$ cat config.mk
export PLATFORM = sky130hd
export DESIGN_NAME = cle_queue
export DESIGN_NICKNAME = d
export VERILOG_FILES = /design/src/hdl/cle_pkg.sv /design/src/hdl/cle_queue.sv
export SDC_FILE = /design/constraint.sdc
export NUM_CORES = 1
export LEC_CHECK = 0
export BUFFER_PORTS_ARGS = -buffer_cell sky130_fd_sc_hd__buf_2
export CAP_MARGIN = 20
export CORE_ASPECT_RATIO = 0.9
export CORE_MARGIN = 2
export CORE_UTILIZATION = 29
export DETAILED_ROUTE_END_ITERATION = 16
export HOLD_SLACK_MARGIN = 0.02
export PLACE_DENSITY = 0.57
export SYNTH_ARGS = -nofsm -noshare
export SYNTH_HDL_FRONTEND = slang
export SYNTH_SLANG_ARGS = --single-unit
$ cat constraint.sdc
create_clock -name aclk -period 2.01 [get_ports aclk]
set_input_delay 0.3015 -clock aclk [delete_from_list [all_inputs] [get_ports aclk]]
set_output_delay 0.3015 -clock aclk [all_outputs]
set_load 0.05 [all_outputs]
$ cat src/hdl/cle_pkg.sv
// Shared types and constants for the console line editor.
`timescale 1ns / 1ps
package cle_pkg;

    // Command kinds produced by the front classifier
    localparam logic [2:0] CMD_STORE = 3'd0;
    localparam logic [2:0] CMD_ERASE = 3'd1;
    localparam logic [2:0] CMD_KILL  = 3'd2;
    localparam logic [2:0] CMD_DROP  = 3'd3;
    localparam logic [2:0] CMD_READ  = 3'd4;

    // Key codes
    localparam logic [7:0] KEY_NUL    = 8'h00;
    localparam logic [7:0] KEY_BS     = 8'h08;
    localparam logic [7:0] KEY_TAB    = 8'h09;
    localparam logic [7:0] KEY_LF     = 8'h0a;
    localparam logic [7:0] KEY_CR     = 8'h0d;
    localparam logic [7:0] KEY_DEL    = 8'h7f;
    localparam logic [7:0] KEY_AT     = 8'h40;
    localparam logic [7:0] KEY_CTRL_D = 8'h44 - KEY_AT;
    localparam logic [7:0] KEY_CTRL_P = 8'h50 - KEY_AT;
    localparam logic [7:0] KEY_CTRL_U = 8'h55 - KEY_AT;

    typedef struct packed {
        logic [2:0] kind;
        logic [7:0] key;      // CR already turned into LF
        logic       started;
    } cmd_t;

    typedef struct packed {
        logic       read_empty;
        logic       read_eof;
        logic       read_line_end;
        logic [7:0] read_byte;
        logic       read_valid;
        logic       line_committed;
        logic [9:0] erase_count;
        logic [7:0] echo_byte;
        logic       echo_valid;
    } res_t;

endpackage

$ cat src/hdl/cle_queue.sv
// Two-entry command queue between front and back.
`timescale 1ns / 1ps
module cle_queue (
    input  logic          aclk,
    input  logic          aresetn,
    input  logic          in_valid,
    output logic          in_ready,
    input  cle_pkg::cmd_t in_cmd,
    output logic          out_valid,
    input  logic          out_ready,
    output cle_pkg::cmd_t out_cmd
);
    import cle_pkg::*;

    cmd_t       slot_reg [2];
    logic       wr_ptr_reg, wr_ptr_next;
    logic       rd_ptr_reg, rd_ptr_next;
    logic [1:0] count_reg, count_next;
    logic       push, pop;

    assign in_ready  = (count_reg != 2'd2);
    assign out_valid = (count_reg != 2'd0);
    assign out_cmd   = slot_reg[rd_ptr_reg];
    assign push      = in_valid && in_ready;
    assign pop       = out_valid && out_ready;

    always_comb begin
        wr_ptr_next = push ? !wr_ptr_reg : wr_ptr_reg;
        rd_ptr_next = pop ? !rd_ptr_reg : rd_ptr_reg;
        count_next  = count_reg + {1'b0, push} - {1'b0, pop};
    end

    always_ff @(posedge aclk) begin
        if (!aresetn) begin
            wr_ptr_reg <= 1'b0;
            rd_ptr_reg <= 1'b0;
            count_reg  <= 2'd0;
        end else begin
            wr_ptr_reg <= wr_ptr_next;
            rd_ptr_reg <= rd_ptr_next;
            count_reg  <= count_next;
        end
        if (push) begin
            slot_reg[wr_ptr_reg] <= in_cmd;
        end
    end

endmodule

==> impl_metrics.csv <==
group,metric,value,unit
critical_path,reg2reg_slack,390,ps
run,cap_violations,0,
critical_path,reg2reg_depth,6,
drt,route.detailed.drc,0,
timing,fin_tns_setup,0,ps
synth,ys_top_cells_by_count,"edfxtp_1 (24), mux2_1 (10), dfxtp_1 (5)",
timing,fmax,606,MHz
timing,fin_crit_sh,82.1,%
critical_path,cp.required,1710,ps
synth,async_flop_share,0,%
grt,grt_max_degree,13,
power_and_ir_drop,power_leakage,0.558,nW
grt,antenna_found_initial,0,
cts,path_clk_slew,60,ps
cts,clk_latency,270,ps
final_layout,stdcell_area,0.00141,mm^2
critical_path,cpMaxStageDelayCell,"mux2_1",
floorplanning,core_area,0.00373,mm^2
floorplanning,die_area,0.00439,mm^2
synth,synth.distinct_cells,25,
timing,grt_setup_unrepaired,"false",
cts,root_buffer,"clkbuf_8",
synth,synth_area_leader_cell,"edfxtp_1",
cts,cts_setup_buffers,0,
critical_path,crit_arrival,1350,ps
timing,hold_violations,0,
synth,synth_edf_count,24,
cts,cts_resized,0,
timing,finalSetupViolations,0,
drt,dr.pass1.iters,4,
critical_path,end_kind,"primary output",
drt,vias,645,
cts,clock_path_buffers,2,
critical_path,r2r-start,"count_reg[1]$_SDFF_PN0_",
placement,post_dp_cell_area,0.00133,mm^2
synth,synth_top_area_share,64.1,%
cts,hold_buffers,0,
hold_path,hold_end,"slot_reg[1][3]$_DFFE_PP_",
critical_path,startpoint_type,"flip-flop",
final_layout,diodes,0,
critical_path,max_stage_delay,350,ps
synth,syn_inst,67,
final_layout,final_util,37.9,%
timing,slew_violations,0,
final_layout,layout-drive-gt1-share,39.4,%
critical_path,r2r-end,"count_reg[1]$_SDFF_PN0_",
floorplanning,ios,30,
timing,worstMarginPinSlew,554,ps
placement,hpwl,1.24,mm
synth,netlist_area,0.00112,mm^2
floorplanning,die-width,69.7,um
timing,fin_worst_skew,1.61,ps
synth,ys_ff_latch,29,
power_and_ir_drop,vdd_ir_drop_max,0.000542,V
hold_path,min_from,"in_cmd[3]",
critical_path,cp_cell_sequence,"buf_4, mux2_1, buf_2",
hold_path,whs_path_depth,1,
drt,wl,1.84,mm
synth,yosysWarnings,0,
grt,grt_pass1_wl,2.84,mm
placement,place_congestion,0.654,
power_and_ir_drop,p_per_area,1260,mW/mm^2
cts,cts_made_buffers,5,
synth,yosys_most_used_dff,"edfxtp_1",
placement,port_buffers,29,
synth,synth.area.top_cells,"edfxtp_1 (64%), mux2_1 (10%), dfxtp_1 (8.9%)",
synth,synth_nets,84,
timing,fin_ws,360,ps
drt,drt_iter0_drc,34,
final_layout,final_nets,120,
critical_path,worstSetupPathType,"flip-flop to primary output",
timing,post-route-min-period,1650,ps
final_layout,largest_reg_flops,24,
cts,clock_sinks,29,
drt,viasPerCell,4.30,
drt,wire_per_inst,12.2,um
grt,track_usage,8.97,%
drt,postRouteAntennaNets,0,
placement,preCtsSetupSlack,436,ps
hold_path,hold_path_class,"input port to flip-flop",
synth,synth_area_per_cell,16.8,um^2
cts,cts_tree,"built",
grt,grt-ovfl-total,0,
synth,synth_most_common_cell,"edfxtp_1",
synth,synth_seq_area_share,73.0,%
timing,relSlewSlack,63.1,%
final_layout,syn_to_final_growth,25.6,%
floorplanning,initial_utilization,30.1,%
grt,grt_pass1_vias,622,
floorplanning,num_rows,21,
outcome,status,"finished clean",
floorplanning,fp.dieH,63.1,um
critical_path,crit_fanout,12,
cts,h-tree-depth,2,
power_and_ir_drop,finalPower,1.78,mW
-- metrics by stage --
stage          cells  hold slack, ps
6_report         150             212
5_1_grt          150             204
4_1_cts          150             204
3_5_place_dp     142             491
3_3_place_gp     142             489
2_1_floorplan     67             400
-- kinds of logic after synthesis --
| family | count (synthesis) | synth area share [%] |
|---|---|---|
| AO/OA/AOI/OAI | 6 | 3.89 |
| XOR/XNOR | 1 | 0.779 |
| adder cells (fa/ha/maj) | 1 | 1.11 |
| buffers and inverters | 3 | 1.11 |
| flip-flops | 29 | 73.0 |
| multiplexers | 12 | 12.0 |
| AND/OR/NAND/NOR | 15 | 8.12 |
-- layout by cell type, fill, tap and decap left out, types with 2 or more instances in the layout --
cell and n:
clkinv_2 2, nor2_1 4, mux2_2 2, dfxtp_1 5, inv_1 2, edfxtp_1 24, clkbuf_8 5, buf_2 29
and3_1 2, mux2_1 10
-- worst max-delay path by stage --
stage | to | from | cells after the start | slack, ps
2_1_floorplan | slot_reg[1][0]$_DFFE_PP_ | count_reg[0]$_SDFF_PN0_ | 2 | 300
3_3_place_gp | count_reg[1]$_SDFF_PN0_ | count_reg[1]$_SDFF_PN0_ | 6 | 480
3_5_place_dp | count_reg[1]$_SDFF_PN0_ | count_reg[1]$_SDFF_PN0_ | 6 | 440
4_1_cts | out_cmd[7] | flip-flop | 3 | 330
5_1_grt | out_cmd[7] | flip-flop | 3 | 280
6_report | out_cmd[7] | flip-flop | 3 | 360
-- final cells by class --
cell class,instances,area [um^2]
inverter,2,7.51
fill,384,2320
clock inverter,2,10.0
multi-input combinational,35,292
clock buffer,6,72.6
timing repair buffer,30,153
sequential,29,821
tap,46,57.6
-- where the power goes --
part           total (mW)  internal [mW]  switching, mW  leakage (nW)
combinational       0.566          0.166          0.401         0.247
clock               0.448          0.239          0.209        0.0450
sequential          0.765          0.734         0.0316         0.266
-- routing by layer --
metal	GRT usage [%]	up-vias	wire, um
met3	4.00	5	130
met5	0	-	0
met4	6.49	0	35
met2	13.8	25	883
li1	-	324	-
met1	9.81	291	787
-- worst max-delay path: cells and delay by family, from the launching register on --
family   cells  cell delay, ps
flops        1             300
buf+inv      2             420
mux          1             350
Note: power is estimated with default switching activity, not from simulation.
