`config.mk`:
```
export PLATFORM = sky130hd
export DESIGN_NAME = cle_front
export DESIGN_NICKNAME = d
export VERILOG_FILES = /design/src/hdl/cle_pkg.sv /design/src/hdl/cle_front.sv
export SDC_FILE = /design/constraint.sdc
export NUM_CORES = 1
export LEC_CHECK = 0
export BUFFER_PORTS_ARGS = -buffer_cell sky130_fd_sc_hd__buf_2
export CAP_MARGIN = 30
export CORE_AREA = 2 2 51 53
export CTS_BUF_LIST = sky130_fd_sc_hd__clkbuf_8
export DETAILED_ROUTE_END_ITERATION = 8
export DIE_AREA = 0 0 53 55
export GPL_TIMING_DRIVEN = 0
export HOLD_SLACK_MARGIN = 0.06
export PLACE_DENSITY = 0.56
export RECOVER_POWER = 50
export SKIP_CTS_REPAIR_TIMING = 1
export SYNTH_ARGS = -nofsm -noshare
export SYNTH_HDL_FRONTEND = slang
export SYNTH_SLANG_ARGS = --single-unit
```
`constraint.sdc`:
```
create_clock -name aclk -period 1.7 [get_ports aclk]
set_clock_uncertainty 0.2 [all_clocks]
set_input_delay 0.085 -clock aclk [delete_from_list [all_inputs] [get_ports aclk]]
set_output_delay 0.085 -clock aclk [all_outputs]
set_load 0.03 [all_outputs]
```
`src/hdl/cle_pkg.sv`:
```
// Shared types and constants for the console line editor.
`timescale 1ns / 1ps
package cle_pkg;

    // Command kinds produced by the front classifier
    localparam logic [2:0] CMD_STORE = 3'd0;
    localparam logic [2:0] CMD_ERASE = 3'd1;
    localparam logic [2:0] CMD_KILL  = 3'd2;
    localparam logic [2:0] CMD_DROP  = 3'd3;
    localparam logic [2:0] CMD_READ  = 3'd4;

    // Key codes
    localparam logic [7:0] KEY_NUL    = 8'h00;
    localparam logic [7:0] KEY_BS     = 8'h08;
    localparam logic [7:0] KEY_TAB    = 8'h09;
    localparam logic [7:0] KEY_LF     = 8'h0a;
    localparam logic [7:0] KEY_CR     = 8'h0d;
    localparam logic [7:0] KEY_DEL    = 8'h7f;
    localparam logic [7:0] KEY_AT     = 8'h40;
    localparam logic [7:0] KEY_CTRL_D = 8'h44 - KEY_AT;
    localparam logic [7:0] KEY_CTRL_P = 8'h50 - KEY_AT;
    localparam logic [7:0] KEY_CTRL_U = 8'h55 - KEY_AT;

    typedef struct packed {
        logic [2:0] kind;
        logic [7:0] key;      // CR already turned into LF
        logic       started;
    } cmd_t;

    typedef struct packed {
        logic       read_empty;
        logic       read_eof;
        logic       read_line_end;
        logic [7:0] read_byte;
        logic       read_valid;
        logic       line_committed;
        logic [9:0] erase_count;
        logic [7:0] echo_byte;
        logic       echo_valid;
    } res_t;

endpackage

```
`src/hdl/cle_front.sv`:
```
// Front stage: accepts input words and classifies them into commands.
`timescale 1ns / 1ps
module cle_front (
    input  logic          aclk,
    input  logic          aresetn,
    input  logic          s_valid,
    output logic          s_ready,
    input  logic          s_operation,
    input  logic [7:0]    s_key,
    input  logic          s_started,
    output logic          cmd_valid,
    input  logic          cmd_ready,
    output cle_pkg::cmd_t cmd
);
    import cle_pkg::*;

    logic cmd_valid_reg, cmd_valid_next;
    cmd_t cmd_reg, cmd_next;

    assign s_ready   = !cmd_valid_reg || cmd_ready;
    assign cmd_valid = cmd_valid_reg;
    assign cmd       = cmd_reg;

    always_comb begin
        cmd_next         = cmd_reg;
        cmd_valid_next   = cmd_valid_reg && !cmd_ready;
        if (s_valid && s_ready) begin
            cmd_valid_next   = 1'b1;
            cmd_next.key     = (s_key == KEY_CR) ? KEY_LF : s_key;
            cmd_next.started = s_started;
            if (s_operation) begin
                cmd_next.kind = CMD_READ;
            end else if (s_key == KEY_CTRL_U) begin
                cmd_next.kind = CMD_KILL;
            end else if (s_key == KEY_BS || s_key == KEY_DEL) begin
                cmd_next.kind = CMD_ERASE;
            end else if (s_key == KEY_NUL || s_key == KEY_TAB || s_key == KEY_CTRL_P) begin
                cmd_next.kind = CMD_DROP;
            end else begin
                cmd_next.kind = CMD_STORE;
            end
        end
    end

    always_ff @(posedge aclk) begin
        if (!aresetn) begin
            cmd_valid_reg <= 1'b0;
        end else begin
            cmd_valid_reg <= cmd_valid_next;
        end
        cmd_reg <= cmd_next;
    end

endmodule

```
==> results of run 1 <==
worst max-delay path, cell delays in order:
cell and delay, ps:
dlygate4sd3_1 540, buf_2 120, a21boi_0 100, dlygate4sd3_1 550
cells by family after synthesis:
logic type      count (synthesis)
flops                          13
compound gates                  6
mux                             1
buf+inv                         6
simple gates                   15
cell usage after synthesis, drive strengths merged (2+ instances only):
cell type   n
a211oi      2
edfxtp     12
a21boi      2
or3         4
clkbuf      4
per-layer routing:
metal / part of all wire / global-route usage / up-vias / wire (um)
met3: 0.057 / 0.0161 / 2 / 64
li1: - / - / 236 / -
met4: 0.017 / 0.0641 / 0 / 19
met2: 0.55 / 0.115 / 17 / 618
met5: 0 / 0 / - / 0
met1: 0.37 / 0.0741 / 210 / 414
power by group through the flow:
stage	Sequential, uW	Clock, uW	Combinational (uW)
final	376	250	122
after global routing	377	274	133
after CTS	375	257	110
after detailed placement	381	0	109
after global placement	381	0	107
after floorplan	420	0	27.0
final cells by class:
type | instances | area [sq um] | area share
Timing Repair Buffer | 38 | 223 | 0.256
Buffer | 5 | 25.0 | 0.0287
Sequential cell | 13 | 380 | 0.437
Clock buffer | 3 | 41.3 | 0.0474
Inverter | 1 | 3.75 | 0.00431
Clock inverter | 1 | 3.75 | 0.00431
Tap cell | 30 | 37.5 | 0.0431
Multi-Input combinational cell | 22 | 156 | 0.180
per-stage QoR:
| stage | hold WS, ps | setup slack [ps] | utilization | instance area (sq um) | cells |
|---|---|---|---|---|---|
| global route | 85.9 | 186 | 0.368 | 871 | 113 |
| detailed placement | 66.0 | 15.3 | 0.312 | 738 | 98 |
| finish | 80.3 | 220 | 0.368 | 871 | 113 |
| floorplan | -16.1 | 16.0 | - | 566 | 41 |
| global placement | 62.1 | 26.0 | 0.312 | 738 | 98 |
| CTS | -176 | 257 | 0.331 | 783 | 102 |
path summary, 6_finish.rpt:
kind                         from               endpoint  slack [ps]  cells after the start
min                      s_key[2]   cmd[3]$_SDFFCE_PN0P_          80                      2
max                       aresetn   cmd_valid$_SDFF_PN0_         220                      4
min reg2reg  cmd_valid$_SDFF_PN0_  cmd[10]$_SDFFCE_PP0P_         750                      2
max reg2reg  cmd_valid$_SDFF_PN0_   cmd[7]$_SDFFCE_PN0P_         300                      2
==> flow_summary.ini, run 1 <==
[yosys]
ys_warn_count = 0
syn_area_per_cell_sq_um = 13.8
synthXorXnorAreaFrac = 0
async_flop_share = 0
synth_compound_area_frac = 0.0752
muxShareOfSynthArea = 0.0199
synthSimpleGateAreaFrac = 0.181
synth_top_cell_area_share = 0.637
synth_area_sq_um = 566
ys_types = 23
synth-seq-cells = 13
synth_top_family_by_area = simple AND/OR/NAND/NOR gates
synth_edf_count = 12
synth_nets = 55
yosys.area_share.adder = 0
yosysTopAreaCell = edfxtp_1
ys.flop_type = edfxtp_1
synth_cells = 41
synthTopCellsByArea = edfxtp_1, dfxtp_1, or3_1
yosysSeqAreaShare = 0.673

[flow_run]
max_cap_viol_count = 0

[cells_and_area]
drive_gt1_frac = 0.181
syn2layout_area_growth_pct = 54.0
nNetsFinal = 98
fillers = 257
antennaDiodeCount = 0
final_cell_mix = clkbuf_1, dlygate4sd3_1, edfxtp_1
largest_reg_flops = 12
layout_commonest_cell = clkbuf_1

[timing]
hold_viol_final = 0
fmax_mhz = 676
period_needed_ps = 1480
slew_headroom = 0.677
setup_viol = 0
worstMarginPinSlew_ps = 485
fin_crit_sh = 0.870
final-max-slew-violation-count = 0
rsz0062_at_grt = no
fin_setup_tns_ps = 0

[drt]
drt.antenna.violating_nets = 0
drtPass1Iterations = 4
drc = 0
drt-vias-per-instance = 4.12
drt_wl_total_mm = 1.12
vias = 465
routedWlPerCell_um = 9.89
first_iter_violations = 3

[worst_setup_path]
cp.arrival_ps = 1400
crit_fanout = 1
cp_data_required_time_ps = 1620
critPathLaunchType = primary input
end_kind = register
crit_type = primary input to register

[clock_tree]
htreeDepth = 1
cts_tree = built
insertion_delay_ps = 230
path_clk_slew_ps = 50
ctsLongestPathBuffers = 2
root_buffer = clkbuf_8
cts_num_sinks = 13
cts_buffers = 3

[hold_path]
hold_class = primary input to register

[floorplanning]
dieArea_sq_mm = 0.00292
die_w_um = 53
die_h_um = 55
core_area_sq_mm = 0.00236
start_util = 0.239
num_rows = 18
pin_count = 28

[power_and_ir_drop]
clkPwrFrac = 0.334
seq_power_share = 0.502
finalPower_uw = 748
p_per_area_mw_per_mm2 = 859
ir_drop_mv = 0.271
p_sw_uw = 171
comb_power_share = 0.164
switching_share = 0.229
p_int_uw = 577
p_leak_uw = 0.000314

[placement]
dp_hpwl_um = 798
io_buffers = 27
place_congestion = 0.689

[global_routing]
grt_pass1_wl_mm = 1.40
grt-ovfl-total = 0
track_usage = 0.0694
grt_max_degree = 13
grt_pass1_vias = 366
antenna_found_initial = 0

[status]
status = completed
No activity file was read; power rests on OpenSTA's default activity.
==> run 2, diff against run 1 <==
--- a/config.mk
+++ b/config.mk
@@ -13,7 +13,7 @@
 export DIE_AREA = 0 0 53 55
 export GPL_TIMING_DRIVEN = 0
 export HOLD_SLACK_MARGIN = 0.06
-export PLACE_DENSITY = 0.56
+export PLACE_DENSITY_LB_ADDON = 0.08
 export RECOVER_POWER = 50
 export SKIP_CTS_REPAIR_TIMING = 1
 export SYNTH_ARGS = -nofsm -noshare
==> run 2 against run 1 <==
Global-route usage increased by 2.0 points. Sequential power barely moved. Final cell count shrank 0.88%. Clock-buffer cell count is the same. Utilization is 0.42 points lower. Critical path type unchanged. Highest routed layer is now met3.
==> flow_summary.ini, run 2 (synthesis gave the netlist of run 1 again) <==
[status]
status = completed

[clock_tree]
cts_tree = built
cts_num_sinks = 13
htreeDepth = 1
cts_buffers = 3
ctsLongestPathBuffers = 2
path_clk_slew_ps = 50
root_buffer = clkbuf_8
insertion_delay_ps = 230

[cells_and_area]
drive_gt1_frac = 0.183
antennaDiodeCount = 0
nNetsFinal = 97
stdcell_count = 112
fillers = 261
largest_reg_flops = 12
post-route-util = 0.364
syn2layout_area_growth_pct = 52.2
final_cell_mix = clkbuf_1, edfxtp_1, dlygate4sd3_1
layout_commonest_cell = clkbuf_1

[placement]
place_congestion = 0.757
dp_hpwl_um = 860
io_buffers = 27
dp.cells = 98

[worst_setup_path]
reg2reg_setup_slack_ps = 280
cp.arrival_ps = 1350
critPathLaunchType = primary input
cp_data_required_time_ps = 1560
crit_fanout = 4
crit_type = primary input to register
end_kind = register

[timing]
period_needed_ps = 1500
worstMarginPinSlew_ps = 523
fmax_mhz = 668
setup_viol = 0
slew_headroom = 0.652
final-max-slew-violation-count = 0
hold_viol_final = 0
fin_crit_sh = 0.880
rsz0062_at_grt = no

[drt]
routedWlPerCell_um = 10.6
vias = 455
first_iter_violations = 2
drt-vias-per-instance = 4.06
drc = 0
drt_wl_total_mm = 1.19
drt.antenna.violating_nets = 0
drtPass1Iterations = 3

[global_routing]
grt_pass1_vias = 397
track_usage = 0.0890
grt_max_degree = 13
grt-ovfl-total = 0
grt_pass1_wl_mm = 1.81
antenna_found_initial = 0

[floorplanning]
core_area_sq_mm = 0.00236
start_util = 0.239
die_w_um = 53
dieArea_sq_mm = 0.00292
die_h_um = 55
pin_count = 28
num_rows = 18

[power_and_ir_drop]
p_leak_uw = 0.000310
ir_drop_mv = 0.410
p_per_area_mw_per_mm2 = 883

[hold_path]
hold_class = primary input to register

[flow_run]
max_cap_viol_count = 0
[run 2: stage by stage]
| step | cell area, sq um | hold slack [ps] | total power [uW] | setup WS, ps | setup TNS (ps) |
|---|---|---|---|---|---|
| 2_1_floorplan | 566 | -16.1 | 447 | 16.0 | 0 |
| 3_3_place_gp | 738 | 63.9 | 494 | -28.1 | -28.1 |
| 3_5_place_dp | 738 | 69.4 | 493 | -26.4 | -26.4 |
| 4_1_cts | 783 | -182 | 766 | 226 | 0 |
| 5_1_grt | 861 | 65.4 | 802 | 120 | 0 |
| 6_report | 861 | 42.9 | 760 | 204 | 0 |
[run 2: worst max-delay path, cell delays in order]
cell and delay [ps]:
clkbuf_1 120, or4_4 570, or3_1 350, a211oi_1 230
[run 2: worst paths after layout]
check / from / end / depth (start not counted)
max: s_key[5] / cmd[9]$_SDFFCE_PP0P_ / 4
min: s_key[0] / cmd[3]$_SDFFCE_PN0P_ / 2
max reg2reg: cmd_valid$_SDFF_PN0_ / cmd[0]$_DFFE_PP_ / 2
min reg2reg: cmd_valid$_SDFF_PN0_ / cmd[9]$_SDFFCE_PP0P_ / 2
[run 2: final cells by class]
| class | count | area (sq um) | area share |
|---|---|---|---|
| Timing Repair Buffer | 37 | 213 | 0.247 |
| Buffer | 5 | 25.0 | 0.0291 |
| Inverter | 1 | 3.75 | 0.00436 |
| Clock buffer | 3 | 41.3 | 0.0480 |
| Multi-Input combinational cell | 22 | 156 | 0.182 |
| Sequential cell | 13 | 380 | 0.442 |
| Clock inverter | 1 | 3.75 | 0.00436 |
| Tap cell | 30 | 37.5 | 0.0436 |
[run 2: per-layer routing]
layer  vias to the layer above  wire [um]  global-route usage
met3                         0        104              0.0296
li1                        234          -                   -
met2                        15        557               0.138
met1                       206        527               0.114
met4                         0          0              0.0385
met5                         -          0                   0
[run 2: report_power, final]
group	total (uW)	internal (uW)	switching, uW	leakage, uW
Sequential	375	371	4.52	0.000125
Combinational	121	45.8	75.3	0.000158
Clock	263	159	104	0.0000269
